### src/hw/rtl/olist_pkg.sv
// Shared types and constants for the ordered list engine.
package olist_pkg;

   localparam int DEPTH_DEFAULT = 16;
   localparam int KIND_W        = 3;
   localparam int VALUE_W       = 32;
   localparam int POS_W         = 8;
   localparam int STATUS_W      = 2;
   localparam int COUNT_OUT_W   = 5;

   typedef enum logic [KIND_W-1:0] {
      KIND_APPEND = 3'd0,
      KIND_DELETE = 3'd1,
      KIND_FIND   = 3'd2,
      KIND_READ   = 3'd3,
      KIND_CLEAR  = 3'd4
   } kind_type;

   typedef enum logic [STATUS_W-1:0] {
      ST_OK    = 2'd0,
      ST_EMPTY = 2'd1,
      ST_FULL  = 2'd2
   } status_type;

   typedef enum logic [2:0] {
      S_IDLE,
      S_MOD,
      S_EXEC,
      S_SCAN,
      S_RESULT
   } state_type;

   // Per-cycle command broadcast to every cell.
   typedef struct packed {
      logic append;
      logic remove;
      logic find;
      logic read;
   } cmd_type;

endpackage

### src/hw/rtl/olist_if.sv
// Request and response channel interfaces of the ordered list engine.
interface olist_req_if;
   logic                                 valid;
   logic                                 ready;
   logic [olist_pkg::KIND_W-1:0]         kind;
   logic signed [olist_pkg::VALUE_W-1:0] value;
   logic [olist_pkg::POS_W-1:0]          position;

   modport source (output valid, kind, value, position, input ready);
   modport sink (input valid, kind, value, position, output ready);
endinterface

interface olist_rsp_if;
   logic                                   valid;
   logic                                   ready;
   logic signed [olist_pkg::VALUE_W-1:0]   read_value;
   logic                                   found;
   logic [olist_pkg::STATUS_W-1:0]         status;
   logic [olist_pkg::COUNT_OUT_W-1:0]      entry_count;

   modport source (output valid, read_value, found, status, entry_count, input ready);
   modport sink (input valid, read_value, found, status, entry_count, output ready);
endinterface

### src/hw/rtl/olist_cell.sv
// One list cell: holds one entry, shifts on delete, folds its match and its read value into the scan chain.
module olist_cell #(
   parameter int DEPTH = olist_pkg::DEPTH_DEFAULT,
   parameter int INDEX = 0
) (
   input  logic                                 clock,
   input  logic                                 reset,
   input  olist_pkg::cmd_type                   cmd,
   input  logic signed [olist_pkg::VALUE_W-1:0] key,
   input  logic [$clog2(DEPTH+1)-1:0]           count,
   input  logic [$clog2(DEPTH+1)-1:0]           sel,
   input  logic signed [olist_pkg::VALUE_W-1:0] next_value,
   input  logic                                 hit_in,
   input  logic signed [olist_pkg::VALUE_W-1:0] data_in,
   output logic signed [olist_pkg::VALUE_W-1:0] value_out,
   output logic                                 hit_out,
   output logic signed [olist_pkg::VALUE_W-1:0] data_out
);

   localparam int CW = $clog2(DEPTH+1);
   localparam logic [CW-1:0] MY_INDEX = CW'(INDEX);

   logic signed [olist_pkg::VALUE_W-1:0] value_ff, value_in;
   logic                                 hit_ff, hit_in_local;
   logic signed [olist_pkg::VALUE_W-1:0] data_ff, data_in_local;
   logic                                 in_range;

   assign in_range = MY_INDEX < count;

   always_comb begin
      value_in = value_ff;
      if (cmd.append && (count == MY_INDEX)) begin
         value_in = key;
      end else if (cmd.remove && (MY_INDEX >= sel)) begin
         value_in = next_value;
      end
   end

   always_comb begin
      hit_in_local  = hit_in | (cmd.find & in_range & (value_ff == key));
      data_in_local = data_in;
      if (cmd.read && in_range && (MY_INDEX == sel)) begin
         data_in_local = data_in | value_ff;
      end
   end

   always_ff @(posedge clock) begin
      value_ff <= value_in;
      data_ff  <= data_in_local;
      if (reset) begin
         hit_ff <= 1'b0;
      end else begin
         hit_ff <= hit_in_local;
      end
   end

   assign value_out = value_ff;
   assign hit_out   = hit_ff;
   assign data_out  = data_ff;

endmodule

### src/hw/rtl/olist_mod.sv
// Bit-serial remainder unit: position modulo entry count, one dividend bit per cycle.
module olist_mod #(
   parameter int DEPTH = olist_pkg::DEPTH_DEFAULT
) (
   input  logic                               clock,
   input  logic                               reset,
   input  logic                               start,
   input  logic [olist_pkg::POS_W-1:0]        dividend,
   input  logic [$clog2(DEPTH+1)-1:0]         divisor,
   output logic                               done,
   output logic [$clog2(DEPTH+1)-1:0]         remainder
);

   localparam int CW     = $clog2(DEPTH+1);
   localparam int STEP_W = $clog2(olist_pkg::POS_W);
   localparam logic [STEP_W-1:0] LAST_STEP = STEP_W'(olist_pkg::POS_W - 1);

   logic                          busy_ff, busy_in;
   logic                          done_ff, done_in;
   logic [STEP_W-1:0]             step_ff, step_in;
   logic [olist_pkg::POS_W-1:0]   div_ff, div_in;
   logic [CW-1:0]                 rem_ff, rem_in;
   logic [CW:0]                   trial;

   assign trial = {rem_ff, div_ff[olist_pkg::POS_W-1]};

   always_comb begin
      busy_in = busy_ff;
      done_in = 1'b0;
      step_in = step_ff;
      div_in  = div_ff;
      rem_in  = rem_ff;
      if (start) begin
         busy_in = 1'b1;
         step_in = '0;
         div_in  = dividend;
         rem_in  = '0;
      end else if (busy_ff) begin
         // remainder stays below divisor, so the trial fits in CW+1 bits
         if (trial >= {1'b0, divisor}) begin
            rem_in = CW'(trial - {1'b0, divisor});
         end else begin
            rem_in = trial[CW-1:0];
         end
         div_in  = div_ff << 1;
         step_in = step_ff + STEP_W'(1);
         if (step_ff == LAST_STEP) begin
            busy_in = 1'b0;
            done_in = 1'b1;
         end
      end
   end

   always_ff @(posedge clock) begin
      step_ff <= step_in;
      div_ff  <= div_in;
      rem_ff  <= rem_in;
      if (reset) begin
         busy_ff <= 1'b0;
         done_ff <= 1'b0;
      end else begin
         busy_ff <= busy_in;
         done_ff <= done_in;
      end
   end

   assign done      = done_ff;
   assign remainder = rem_ff;

endmodule

### src/hw/rtl/ordered_list_engine.sv
// Top level of the ordered list engine: sequencer, cell chain and remainder unit.
//
//   channel    dir   transfer carries
//   req_chan   in    kind, value, position
//   rsp_chan   out   read_value, found, status, entry_count
//
// Append, clear, unused kinds and empty ops go from request transfer through S_EXEC and S_RESULT to response valid.
// Delete and read first run the bit-serial remainder unit in S_MOD (8 steps, then the done handoff).
// Find and read then walk the whole cell chain in S_SCAN, one cell per cycle.
// A held response does not block the next request transfer; the sequencer waits
// only when a new result is ready and the old one is still pending.
// Synchronous reset empties the list; entry storage itself is not cleared.
module ordered_list_engine #(
   parameter int DEPTH = olist_pkg::DEPTH_DEFAULT
) (
   input  logic         clock,
   input  logic         reset,
   olist_req_if.sink    req_chan,
   olist_rsp_if.source  rsp_chan
);

   localparam int CW = $clog2(DEPTH+1);
   localparam int SW = $clog2(DEPTH);
   localparam logic [CW-1:0] DEPTH_C   = CW'(DEPTH);
   localparam logic [SW-1:0] LAST_SCAN = SW'(DEPTH - 1);

   olist_pkg::state_type  state_ff, state_in;
   olist_pkg::kind_type   op_ff, op_in;
   olist_pkg::status_type status_ff, status_in;
   logic signed [olist_pkg::VALUE_W-1:0] key_ff, key_in;
   logic [olist_pkg::POS_W-1:0]          pos_ff, pos_in;
   logic [CW-1:0]                        sel_ff, sel_in;
   logic [CW-1:0]                        count_ff, count_in;
   logic [SW-1:0]                        scan_ff, scan_in;

   logic                                 rsp_valid_ff, rsp_valid_in;
   logic signed [olist_pkg::VALUE_W-1:0] rsp_value_ff, rsp_value_in;
   logic                                 rsp_found_ff, rsp_found_in;
   logic [olist_pkg::STATUS_W-1:0]       rsp_status_ff, rsp_status_in;
   logic [olist_pkg::COUNT_OUT_W-1:0]    rsp_count_ff, rsp_count_in;

   olist_pkg::cmd_type cmd;
   olist_pkg::kind_type req_kind;
   logic               req_xfer;
   logic               needs_mod;
   logic               mod_start;
   logic               mod_done;
   logic [CW-1:0]      mod_rem;
   logic               rsp_free;
   logic               rsp_load;
   logic               list_empty;

   logic signed [olist_pkg::VALUE_W-1:0] cell_value [DEPTH];
   logic signed [olist_pkg::VALUE_W-1:0] next_value [DEPTH];
   logic                                 acc_hit  [DEPTH+1];
   logic signed [olist_pkg::VALUE_W-1:0] acc_data [DEPTH+1];

   assign req_kind   = olist_pkg::kind_type'(req_chan.kind);
   assign req_xfer   = req_chan.valid && req_chan.ready;
   assign list_empty = (count_ff == '0);
   assign needs_mod  = ((req_kind == olist_pkg::KIND_DELETE) ||
                        (req_kind == olist_pkg::KIND_READ)) && !list_empty;
   assign rsp_free   = !rsp_valid_ff || rsp_chan.ready;

   // next state
   always_comb begin
      state_in = state_ff;
      case (state_ff)
         olist_pkg::S_IDLE: begin
            if (req_xfer) begin
               state_in = needs_mod ? olist_pkg::S_MOD : olist_pkg::S_EXEC;
            end
         end
         olist_pkg::S_MOD: begin
            if (mod_done) begin
               state_in = olist_pkg::S_EXEC;
            end
         end
         olist_pkg::S_EXEC: begin
            if (((op_ff == olist_pkg::KIND_FIND) || (op_ff == olist_pkg::KIND_READ)) &&
                !list_empty) begin
               state_in = olist_pkg::S_SCAN;
            end else begin
               state_in = olist_pkg::S_RESULT;
            end
         end
         olist_pkg::S_SCAN: begin
            if (scan_ff == LAST_SCAN) begin
               state_in = olist_pkg::S_RESULT;
            end
         end
         olist_pkg::S_RESULT: begin
            if (rsp_free) begin
               state_in = olist_pkg::S_IDLE;
            end
         end
         default: state_in = olist_pkg::S_IDLE;
      endcase
   end

   // outputs of the sequencer
   always_comb begin
      req_chan.ready = 1'b0;
      mod_start      = 1'b0;
      rsp_load       = 1'b0;
      cmd            = '0;
      // find/read flags hold through the walk; cells never change under them
      cmd.find       = (op_ff == olist_pkg::KIND_FIND);
      cmd.read       = (op_ff == olist_pkg::KIND_READ);
      case (state_ff)
         olist_pkg::S_IDLE: begin
            req_chan.ready = 1'b1;
            mod_start      = req_chan.valid && needs_mod;
         end
         olist_pkg::S_EXEC: begin
            cmd.append = (op_ff == olist_pkg::KIND_APPEND) && (count_ff < DEPTH_C);
            cmd.remove = (op_ff == olist_pkg::KIND_DELETE) && !list_empty;
         end
         olist_pkg::S_RESULT: begin
            rsp_load = rsp_free;
         end
         default: begin
         end
      endcase
   end

   // datapath registers
   always_comb begin
      op_in     = op_ff;
      key_in    = key_ff;
      pos_in    = pos_ff;
      sel_in    = sel_ff;
      count_in  = count_ff;
      status_in = status_ff;
      scan_in   = scan_ff;
      case (state_ff)
         olist_pkg::S_IDLE: begin
            if (req_xfer) begin
               op_in     = req_kind;
               key_in    = req_chan.value;
               pos_in    = req_chan.position;
               status_in = olist_pkg::ST_OK;
            end
         end
         olist_pkg::S_MOD: begin
            if (mod_done) begin
               sel_in = mod_rem;
            end
         end
         olist_pkg::S_EXEC: begin
            scan_in = '0;
            case (op_ff)
               olist_pkg::KIND_APPEND: begin
                  if (count_ff < DEPTH_C) begin
                     count_in = count_ff + CW'(1);
                  end else begin
                     status_in = olist_pkg::ST_FULL;
                  end
               end
               olist_pkg::KIND_DELETE: begin
                  if (list_empty) begin
                     status_in = olist_pkg::ST_EMPTY;
                  end else begin
                     count_in = count_ff - CW'(1);
                  end
               end
               olist_pkg::KIND_READ: begin
                  if (list_empty) begin
                     status_in = olist_pkg::ST_EMPTY;
                  end
               end
               olist_pkg::KIND_CLEAR: begin
                  count_in = '0;
               end
               default: begin
               end
            endcase
         end
         olist_pkg::S_SCAN: begin
            scan_in = scan_ff + SW'(1);
         end
         default: begin
         end
      endcase
   end

   // response register
   always_comb begin
      rsp_valid_in  = rsp_valid_ff && !rsp_chan.ready;
      rsp_value_in  = rsp_value_ff;
      rsp_found_in  = rsp_found_ff;
      rsp_status_in = rsp_status_ff;
      rsp_count_in  = rsp_count_ff;
      if (rsp_load) begin
         rsp_valid_in  = 1'b1;
         rsp_value_in  = ((op_ff == olist_pkg::KIND_READ) && !list_empty) ?
                         acc_data[DEPTH] : '0;
         rsp_found_in  = (op_ff == olist_pkg::KIND_FIND) && !list_empty && acc_hit[DEPTH];
         rsp_status_in = status_ff;
         rsp_count_in  = olist_pkg::COUNT_OUT_W'(count_ff);
      end
   end

   always_ff @(posedge clock) begin
      op_ff         <= op_in;
      key_ff        <= key_in;
      pos_ff        <= pos_in;
      sel_ff        <= sel_in;
      status_ff     <= status_in;
      scan_ff       <= scan_in;
      rsp_value_ff  <= rsp_value_in;
      rsp_found_ff  <= rsp_found_in;
      rsp_status_ff <= rsp_status_in;
      rsp_count_ff  <= rsp_count_in;
      if (reset) begin
         state_ff     <= olist_pkg::S_IDLE;
         count_ff     <= '0;
         rsp_valid_ff <= 1'b0;
      end else begin
         state_ff     <= state_in;
         count_ff     <= count_in;
         rsp_valid_ff <= rsp_valid_in;
      end
   end

   assign rsp_chan.valid       = rsp_valid_ff;
   assign rsp_chan.read_value  = rsp_value_ff;
   assign rsp_chan.found       = rsp_found_ff;
   assign rsp_chan.status      = rsp_status_ff;
   assign rsp_chan.entry_count = rsp_count_ff;

   olist_mod #(
      .DEPTH (DEPTH)
   ) u_mod (
      .clock     (clock),
      .reset     (reset),
      .start     (mod_start),
      .dividend  (mod_start ? req_chan.position : pos_ff),
      .divisor   (count_ff),
      .done      (mod_done),
      .remainder (mod_rem)
   );

   assign acc_hit[0]  = 1'b0;
   assign acc_data[0] = '0;

   for (genvar i = 0; i < DEPTH; i++) begin : g_cell
      if (i == DEPTH - 1) begin : g_tail
         assign next_value[i] = cell_value[i];
      end else begin : g_body
         assign next_value[i] = cell_value[i+1];
      end

      olist_cell #(
         .DEPTH (DEPTH),
         .INDEX (i)
      ) u_cell (
         .clock      (clock),
         .reset      (reset),
         .cmd        (cmd),
         .key        (key_ff),
         .count      (count_ff),
         .sel        (sel_ff),
         .next_value (next_value[i]),
         .hit_in     (acc_hit[i]),
         .data_in    (acc_data[i]),
         .value_out  (cell_value[i]),
         .hit_out    (acc_hit[i+1]),
         .data_out   (acc_data[i+1])
      );
   end

`ifndef SYNTHESIS
   a_count_bound: assert property (@(posedge clock) disable iff (reset)
      count_ff <= DEPTH_C)
      else $error("entry count above depth");

   a_append_grows: assert property (@(posedge clock) disable iff (reset)
      (req_xfer && (req_kind == olist_pkg::KIND_APPEND) && (count_ff < DEPTH_C))
      |=> ##1 (count_ff == $past(count_ff, 2) + CW'(1)))
      else $error("append did not grow the list");

   a_rem_range: assert property (@(posedge clock) disable iff (reset)
      (state_ff == olist_pkg::S_MOD) && mod_done |-> (mod_rem < count_ff))
      else $error("wrapped position not below count");

   a_scan_op: assert property (@(posedge clock) disable iff (reset)
      (state_ff == olist_pkg::S_SCAN) |->
      ((op_ff == olist_pkg::KIND_FIND) || (op_ff == olist_pkg::KIND_READ)) && !list_empty)
      else $error("chain walk for an op that needs none");
`endif

endmodule
### src/flat_wrapper.sv
// flat-port wrapper written by rule: the top's interface ports become plain ports
module ordered_list_engine_flat 
#(
   parameter int DEPTH = olist_pkg::DEPTH_DEFAULT
)
  (clock, reset, req_chan_valid, req_chan_kind, req_chan_value, req_chan_position, req_chan_ready, rsp_chan_valid, rsp_chan_read_value, rsp_chan_found, rsp_chan_status, rsp_chan_entry_count, rsp_chan_ready);
  olist_req_if req_chan_i ();
  olist_rsp_if rsp_chan_i ();
  input  logic clock;
  input  logic reset;
  input wire logic [$bits(req_chan_i.valid)-1:0] req_chan_valid;
  input wire logic [$bits(req_chan_i.kind)-1:0] req_chan_kind;
  input wire logic [$bits(req_chan_i.value)-1:0] req_chan_value;
  input wire logic [$bits(req_chan_i.position)-1:0] req_chan_position;
  output wire logic [$bits(req_chan_i.ready)-1:0] req_chan_ready;
  output wire logic [$bits(rsp_chan_i.valid)-1:0] rsp_chan_valid;
  output wire logic [$bits(rsp_chan_i.read_value)-1:0] rsp_chan_read_value;
  output wire logic [$bits(rsp_chan_i.found)-1:0] rsp_chan_found;
  output wire logic [$bits(rsp_chan_i.status)-1:0] rsp_chan_status;
  output wire logic [$bits(rsp_chan_i.entry_count)-1:0] rsp_chan_entry_count;
  input wire logic [$bits(rsp_chan_i.ready)-1:0] rsp_chan_ready;
  assign req_chan_i.valid = req_chan_valid;
  assign req_chan_i.kind = req_chan_kind;
  assign req_chan_i.value = req_chan_value;
  assign req_chan_i.position = req_chan_position;
  assign req_chan_ready = req_chan_i.ready;
  assign rsp_chan_valid = rsp_chan_i.valid;
  assign rsp_chan_read_value = rsp_chan_i.read_value;
  assign rsp_chan_found = rsp_chan_i.found;
  assign rsp_chan_status = rsp_chan_i.status;
  assign rsp_chan_entry_count = rsp_chan_i.entry_count;
  assign rsp_chan_i.ready = rsp_chan_ready;
  ordered_list_engine #(.DEPTH(DEPTH)) u_core (.clock(clock), .reset(reset), .req_chan(req_chan_i), .rsp_chan(rsp_chan_i));
endmodule
### config.mk
export PLATFORM = sky130hd
export DESIGN_NAME = ordered_list_engine_flat
export DESIGN_NICKNAME = d
export VERILOG_FILES = /design/src/hw/rtl/olist_pkg.sv /design/src/hw/rtl/olist_if.sv /design/src/hw/rtl/olist_cell.sv /design/src/hw/rtl/olist_mod.sv /design/src/hw/rtl/ordered_list_engine.sv /design/src/flat_wrapper.sv
export SDC_FILE = /design/constraint.sdc
export NUM_CORES = 2
export LEC_CHECK = 0
export BUFFER_PORTS_ARGS = -buffer_cell sky130_fd_sc_hd__buf_2
export CAP_MARGIN = 30
export CORE_MARGIN = 4
export CORE_UTILIZATION = 37
export DETAILED_ROUTE_END_ITERATION = 7
export GPL_ROUTABILITY_DRIVEN = 1
export SLEW_MARGIN = 20
export SYNTH_ARGS = -nofsm -noshare
export SYNTH_HDL_FRONTEND = slang
export SYNTH_SLANG_ARGS = --single-unit
### constraint.sdc
create_clock -name clock -period 6.33 [get_ports clock]
set_input_delay 1.899 -clock clock [delete_from_list [all_inputs] [get_ports clock]]
set_output_delay 1.899 -clock clock [all_outputs]
set_load 0.05 [all_outputs]
# ---- Yosys cells after proc, flatten, opt, wreduce, memory -nomap -nowiden
# Cells that the tools add are included.
# Widths: inputs -> output; s select.
dict set report word_totals {
  ff_bits 1153
  in_bits 47
  output_inout_bits 42
  word_cells 415
}
dict set report op_classes {
  n_addsub 5
  magnitude_cmp 33
  eq_ne 67
  mux 73
  n_bitwise 63
  reduce_logical 109
}
# op count
set ops {}
lappend ops {{$mux 32} 45}
lappend ops {{$eq 32x32->1} 16}
lappend ops {{$or 32x32->32} 15}
lappend ops {{$logic_and 1x1->1} 73}
lappend ops {{$eq 4x5->1 const A} 8}
lappend ops {{$eq 5x4->1 const B} 8}
lappend ops {{$lt 4x5->1 const A} 8}
lappend ops {{$reduce_bool 2->1} 18}
lappend ops {{$ge 4x5->1 const A} 7}
lappend ops {{$and 1x1->1} 32}
lappend ops {{$eq 3x5->1 const A} 4}
lappend ops {{$eq 5x3->1 const B} 4}
lappend ops {{$ge 3x5->1 const A} 4}
lappend ops {{$lt 3x5->1 const A} 4}
lappend ops {{$mux 8} 2}
lappend ops {{$eq 3x2->1 const B} 5}
lappend ops {{$mux 3} 5}
lappend ops {{$mux 5} 3}
lappend ops {{$or 1x1->1} 15}
lappend ops {{$pmux 3 s5} 1}
lappend ops {{$pmux 5 s3} 1}
lappend ops {{$eq 2x5->1 const A} 2}
lappend ops {{$eq 5x2->1 const B} 2}
lappend ops {{$ge 1x5->1 const A} 2}
lappend ops {{other kinds (34)} 66}

# ---- Depth between registers and ports, before layout
dict set report logic_depth {
  ltp_word 7
  ltp_mapped 10
}

# ---- Hierarchy
# A second synthesis with hierarchy kept.
dict set report unflattened {
  hier_cells 3370
  area_unflattened_um2 49114.6
}
# mod instances cells_each area_per_inst_um2 seq_area_each_um2
set modules_own_cells {}
lappend modules_own_cells {ordered_list_engine 1 251 3966.3 3002.9}
lappend modules_own_cells {{olist_cell (u_core.g_cell[13].u_cell)} 1 190 2851.5 1621.6}
lappend modules_own_cells {{olist_cell (u_core.g_cell[6].u_cell)} 1 194 2845.2 1621.6}
lappend modules_own_cells {{olist_cell (u_core.g_cell[15].u_cell)} 1 189 2841.5 1621.6}
lappend modules_own_cells {{olist_cell (u_core.g_cell[12].u_cell)} 1 190 2826.5 1621.6}
lappend modules_own_cells {{olist_cell (u_core.g_cell[4].u_cell)} 1 195 2820.2 1621.6}
lappend modules_own_cells {{olist_cell (u_core.g_cell[11].u_cell)} 1 188 2810.2 1621.6}
lappend modules_own_cells {{olist_cell (u_core.g_cell[9].u_cell)} 1 190 2760.1 1621.6}
lappend modules_own_cells {{olist_cell (u_core.g_cell[5].u_cell)} 1 187 2751.4 1621.6}
lappend modules_own_cells {{olist_cell (u_core.g_cell[14].u_cell)} 1 191 2745.1 1621.6}
lappend modules_own_cells {{olist_cell (u_core.g_cell[8].u_cell)} 1 191 2737.6 1621.6}
lappend modules_own_cells {{olist_cell (u_core.g_cell[7].u_cell)} 1 188 2718.9 1621.6}
lappend modules_own_cells {{olist_cell (u_core.g_cell[10].u_cell)} 1 190 2716.4 1621.6}
lappend modules_own_cells {{olist_cell (u_core.g_cell[0].u_cell)} 1 191 2701.3 1621.6}
lappend modules_own_cells {{+4 rows} - - - -}

# ---- Least setup slack after synthesis
# No wires, ideal clock.
dict set report synth_path {
  path_kind {input to register}
  start {in req_chan_valid}
  end {reg u_core.u_mod.div_ff[0] in the netlist's numbering (enable)}
  arrival_ps 5578
  path_slack_ps 442
  cell_stages 6
  path_buffers 2
  cell_sequence {nand2b_1 > nor3_1 > nor2b_1 > buf_2 > clkbuf_1 > or2_2}
}
dict set report synth_via {
  elab_chain_len 3
}
# element line_no
set synth_lines {}
lappend synth_lines {{start, declared} flat_wrapper.sv:11} ;# input wire logic [$bits(req_chan_i.valid)-1:0] req_chan_valid;
lappend synth_lines {{$logic_and 1x1->1} ordered_list_engine.sv:113} ;# mod_start = req_chan.valid && needs_mod;
lappend synth_lines {{$mux 1} ordered_list_engine.sv:110} ;# case (state_ff)
lappend synth_lines {{$reduce_bool 2->1 (no source line)} -}
lappend synth_lines {{end signal, assigned} olist_mod.sv:56} ;# div_ff <= div_in;
lappend synth_lines {{end, declared} olist_mod.sv:21} ;# logic [olist_pkg::POS_W-1:0] div_ff, div_in;
# No other way between the ends.
# A chain may end at the register's enable or synchronous reset.

==> metrics.md <==
| Metric | Value |
|---|---|
| Status | `finished, final reports clean` |
| CTS resizes | `0` |
| Htree depth | `3` |
| CTS tree | `built` |
| Final Skew | `just over 30 ps` |
| Setup violations, final | `0` |
| Crit Path Category | `primary input to flip-flop` |
| Crit start category | `primary input` |
| Max Freq | `around 280 MHz` |
| Number of remaining DRC errors | `0` |
| Setup bufs post-CTS | `0` |
| WL final | `between 100000 and 150000 um` |
| # rows | `130` |
| Initial antenna violation count | `3` |
| First-pass GRT wire length | `about 200000 um` |
| Clk root buf | `clkbuf_16` |
| Antenna Cells | `0` |
| Vias post-DR | `roughly 28000` |
| Period utilisation layout | `0.5679` |
| Gr usage total | `0.2012` |
| Initial DRC Count | `2393` |
| Gate power share | `0.051` |
| Crit. End Element | `flip-flop` |
| Compound-Gate Fraction of Synth Area | `0.08891` |
| Max cap viols | `0` |
| Non-filler cells, final | `roughly 5200` |
| Reg clk slew, reported paths | `about 60 ps` |
| Yosys cell types | `66` |
| Async S/R FF share, synth | `0` |
| Initial Util | `0.3734` |
| EDFF count, synth | `about 610` |
| Most frequent cells in the layout | `edfxtp_1 (606), dfxtp_1 (547), a21o_1 (482)` |
| Crit-path slowest cell | `or3_1` |
| Post-Synth Adder-Cell Area | `0.003881` |
| CORE AREA | `between 100000 and 150000 um^2` |
| Place WS | `2069 ps` |
| Post-Route Setup TNS | `0 ps` |
| Total grt overflow | `0` |
| Nets@finish | `approximately 3500` |
| Crit path DAT | `around 4200 ps` |
| Max stage delay on crit path | `710 ps` |
| Final hold viol count | `0` |
| RSZ-0062 raised after global routing | `no` |
| Setup ws final | `between 2000 and 3000 ps` |
| Seq pwr share | `0.518` |
| Share of cells above drive strength 1 | `0.2402` |
| Max-slew violations | `0` |
| Pin count of the biggest net entering global routing | `a little over 40` |
| Synth Area in Simple Gates | `0.05146` |
| Worst reg-to-reg path cell count | `8` |
| DRT Pass-1 Iters | `5` |
| Syn_nets | `3481` |
| Vias in the first global route | `around 28000` |
| Die width | `around 360 um` |
| Detailed placement HPWL | `slightly above 90000 um` |
| VDD IR-drop max | `0.2204 mV` |
| Clock power frac | `0.432` |
| Period minus WS final | `3595 ps` |
| Actual slew at the worst max-slew pin | `just under 1000 ps` |
| Placed Cells | `4989` |
| R2R Setup Slk | `around 2800 ps` |
| Vias per cell | `roughly 5.3` |
| CTS buffer count | `between 100 and 150` |
| Sw power | `approximately 3500 uW` |
| Worst R2R End | `u_core.g_cell[5].u_cell.value_out[25]` |
| Syn avg cell area | `around 14 um^2` |
| Lkg Pwr | `0.02255 uW` |
| Multiplexer area fraction after synthesis | `0.1176` |
| Hold Path Class | `flip-flop to flip-flop` |
| Setup crit end | `u_core.g_cell[5].u_cell.hit_out` |
| I/O Buffers | `88` |
| IO Count | `between 80 and 90` |
| Hold Buf Count CTS | `0` |
| R2r startpoint | `u_core.count_ff[0]` |
| Syn-to-layout area delta | `12.82%` |
| Clk buf depth | `3` |
| Worst Path Max Fanout | `13` |
| Crit-path cells | `buf_2 > or3_1 > buf_4 > or4_1 > nor4_1 > a32o_1` |
| Req. time, crit path | `~7000 ps` |
| Die footprint | `133000 um^2` |
| Die Span Y | `approximately 360 um` |
| Routability cong. | `0.8313` |
| Post-synth top flop | `edfxtp_1` |
| Commonest non-fill, non-tap cell in the layout | `edfxtp_1` |
| Flops & latches, synth | `between 1000 and 1500` |
| Synth Cell Area | `47070 um^2` |
| Pint | `about 12000 uW` |
| Sw frac | `0.2274` |
| Yosys warns | `0` |
| Power density cells | `slightly below 300 nW/um^2` |
| Sequential-to-total area share from yosys stat | `0.6192` |
| WL/cell | `around 26 um` |
| Slew headroom | `0.3584` |
| Routed Antenna Nets | `0` |
| Worst-Skew Late Latency | `between 700 and 800 ps` |
| Largest family of logic cells by synthesized area | `multiplexers` |
| Critical path startpoint | `reset` |
| Clock sink count | `between 1000 and 1500` |
| Gate Count Post-Synth | `roughly 3400` |
| Xor-xnor portion of the synthesized cell area | `0.09601` |
-- stage by stage --
step | power (uW) | util | hold WS, ps | area, um^2
after floorplan | 8592 | - | 381.9 | 47070
after global placement | 8876 | 0.3915 | 384.0 | 49360
after detailed placement | 8881 | 0.3926 | 387.0 | 49490
after CTS | 15470 | 0.4211 | 392.0 | 53090
after global routing | 15840 | 0.4213 | 405.1 | 53110
final | 15360 | 0.4213 | 386.8 | 53110
-- layer usage --
metal,part of all wire,vias up,global-route usage
met5,0.000080,-,0
met4,0.024,2,0.05082
met3,0.055,176,0.03162
met2,0.46,886,0.3244
met1,0.46,14160,0.2838
li1,-,12470,-
-- sequential cells by signal, indices dropped and copies added, names as in the netlist --
register                        count
u_core.u_mod.step_ff                3
u_core.u_mod.div_ff                 8
u_core.state_ff                     3
u_core.rsp_chan.status              2
u_core.key_ff                      32
u_core.count_ff                     5
u_core.u_mod.done                   1
u_core.scan_ff                      4
u_core.g_cell.u_cell.data_out     512
u_core.u_mod.remainder              5
u_core.op_ff                        3
u_core.rsp_chan.entry_count         5
u_core.u_mod.busy_ff                1
u_core.rsp_chan.valid               1
u_core.status_ff                    2
u_core.sel_ff                       5
u_core.rsp_chan.found               1
u_core.g_cell.u_cell.value_out    512
u_core.g_cell.u_cell.hit_out       16
u_core.rsp_chan.read_value         32
-- synthesized netlist by cell type, drive strengths merged (4+ instances only) --
cell	n	area (um^2)
a21o	482	3618
a21oi	16	80.08
and2	39	244.0
and3	41	256.5
buf	88	389.1
clkbuf	172	646.9
dfxtp	547	10950
edfxtp	606	18200
ha	13	162.7
inv	11	41.29
mux2	487	5484
mux2i	5	50.05
nand2	27	101.4
nand2b	9	56.30
nand3	12	60.06
nand4	83	519.3
nor2	37	141.4
nor2b	9	56.30
nor3	45	250.2
nor3b	4	40.03
nor4	72	450.4
nor4b	4	47.55
o21a	6	45.04
o21ai	16	80.08
o2bb2ai	13	113.9
o31ai	4	30.03
or2	8	50.05
or3	9	56.30
or3b	4	35.04
xnor2	242	2120
xor2	274	2400
-- worst min path at each step --
stage                                                     start                                     to  slack [ps]  depth (start not counted)
after global routing      u_core.g_cell[14].u_cell.data_out[28]  u_core.g_cell[15].u_cell.data_out[28]         410                          1
after global placement    u_core.g_cell[10].u_cell.data_out[24]  u_core.g_cell[11].u_cell.data_out[24]         380                          1
after detailed placement    u_core.g_cell[5].u_cell.data_out[4]    u_core.g_cell[6].u_cell.data_out[4]         390                          1
after CTS                 u_core.g_cell[14].u_cell.data_out[28]  u_core.g_cell[15].u_cell.data_out[28]         390                          1
final                       u_core.g_cell[8].u_cell.data_out[4]    u_core.g_cell[9].u_cell.data_out[4]         390                          1
after floorplan             u_core.g_cell[9].u_cell.data_out[0]   u_core.g_cell[10].u_cell.data_out[0]         380                          1
-- worst max-delay path: cells and delay by family --
kind / cells / cell delay [ps]
AO/OA/AOI/OAI: 1 / 210
buffers and inverters: 2 / 540
AND/OR/NAND/NOR: 3 / 1560
-- area by class of cell --
cell class,instances,area [um^2]
Tap cell,1650,2064
Sequential cell,1153,29150
Clock buffer,163,3188
Fill cell,11520,72950
Timing Repair Buffer,180,1220
Inverter,12,45.04
Multi-Input combinational cell,1995,17040
Clock inverter,48,404.1
-- logic make-up (layout without fill, tap and decap cells) --
| logic type | count (synthesis) | after routing |
|---|---|---|
| mux | 492 | 492 |
| xor+xnor | 516 | 516 |
| flops | 1153 | 1153 |
| simple gates | 410 | 410 |
| compound gates | 563 | 563 |
| buf+inv | 272 | 403 |
| fa+ha+maj | 14 | 14 |
-- power groups by stage --
| stage | combinational, uW | sequential (uW) | clock, uW |
|---|---|---|---|
| floorplan | 490 | 8100 | 0 |
| global placement | 762 | 8110 | 0 |
| detailed placement | 770 | 8110 | 0 |
| CTS | 775 | 7950 | 6740 |
| global route | 835 | 7950 | 7060 |
| finish | 778 | 7950 | 6630 |
Note: power is estimated with default switching activity, not from simulation.
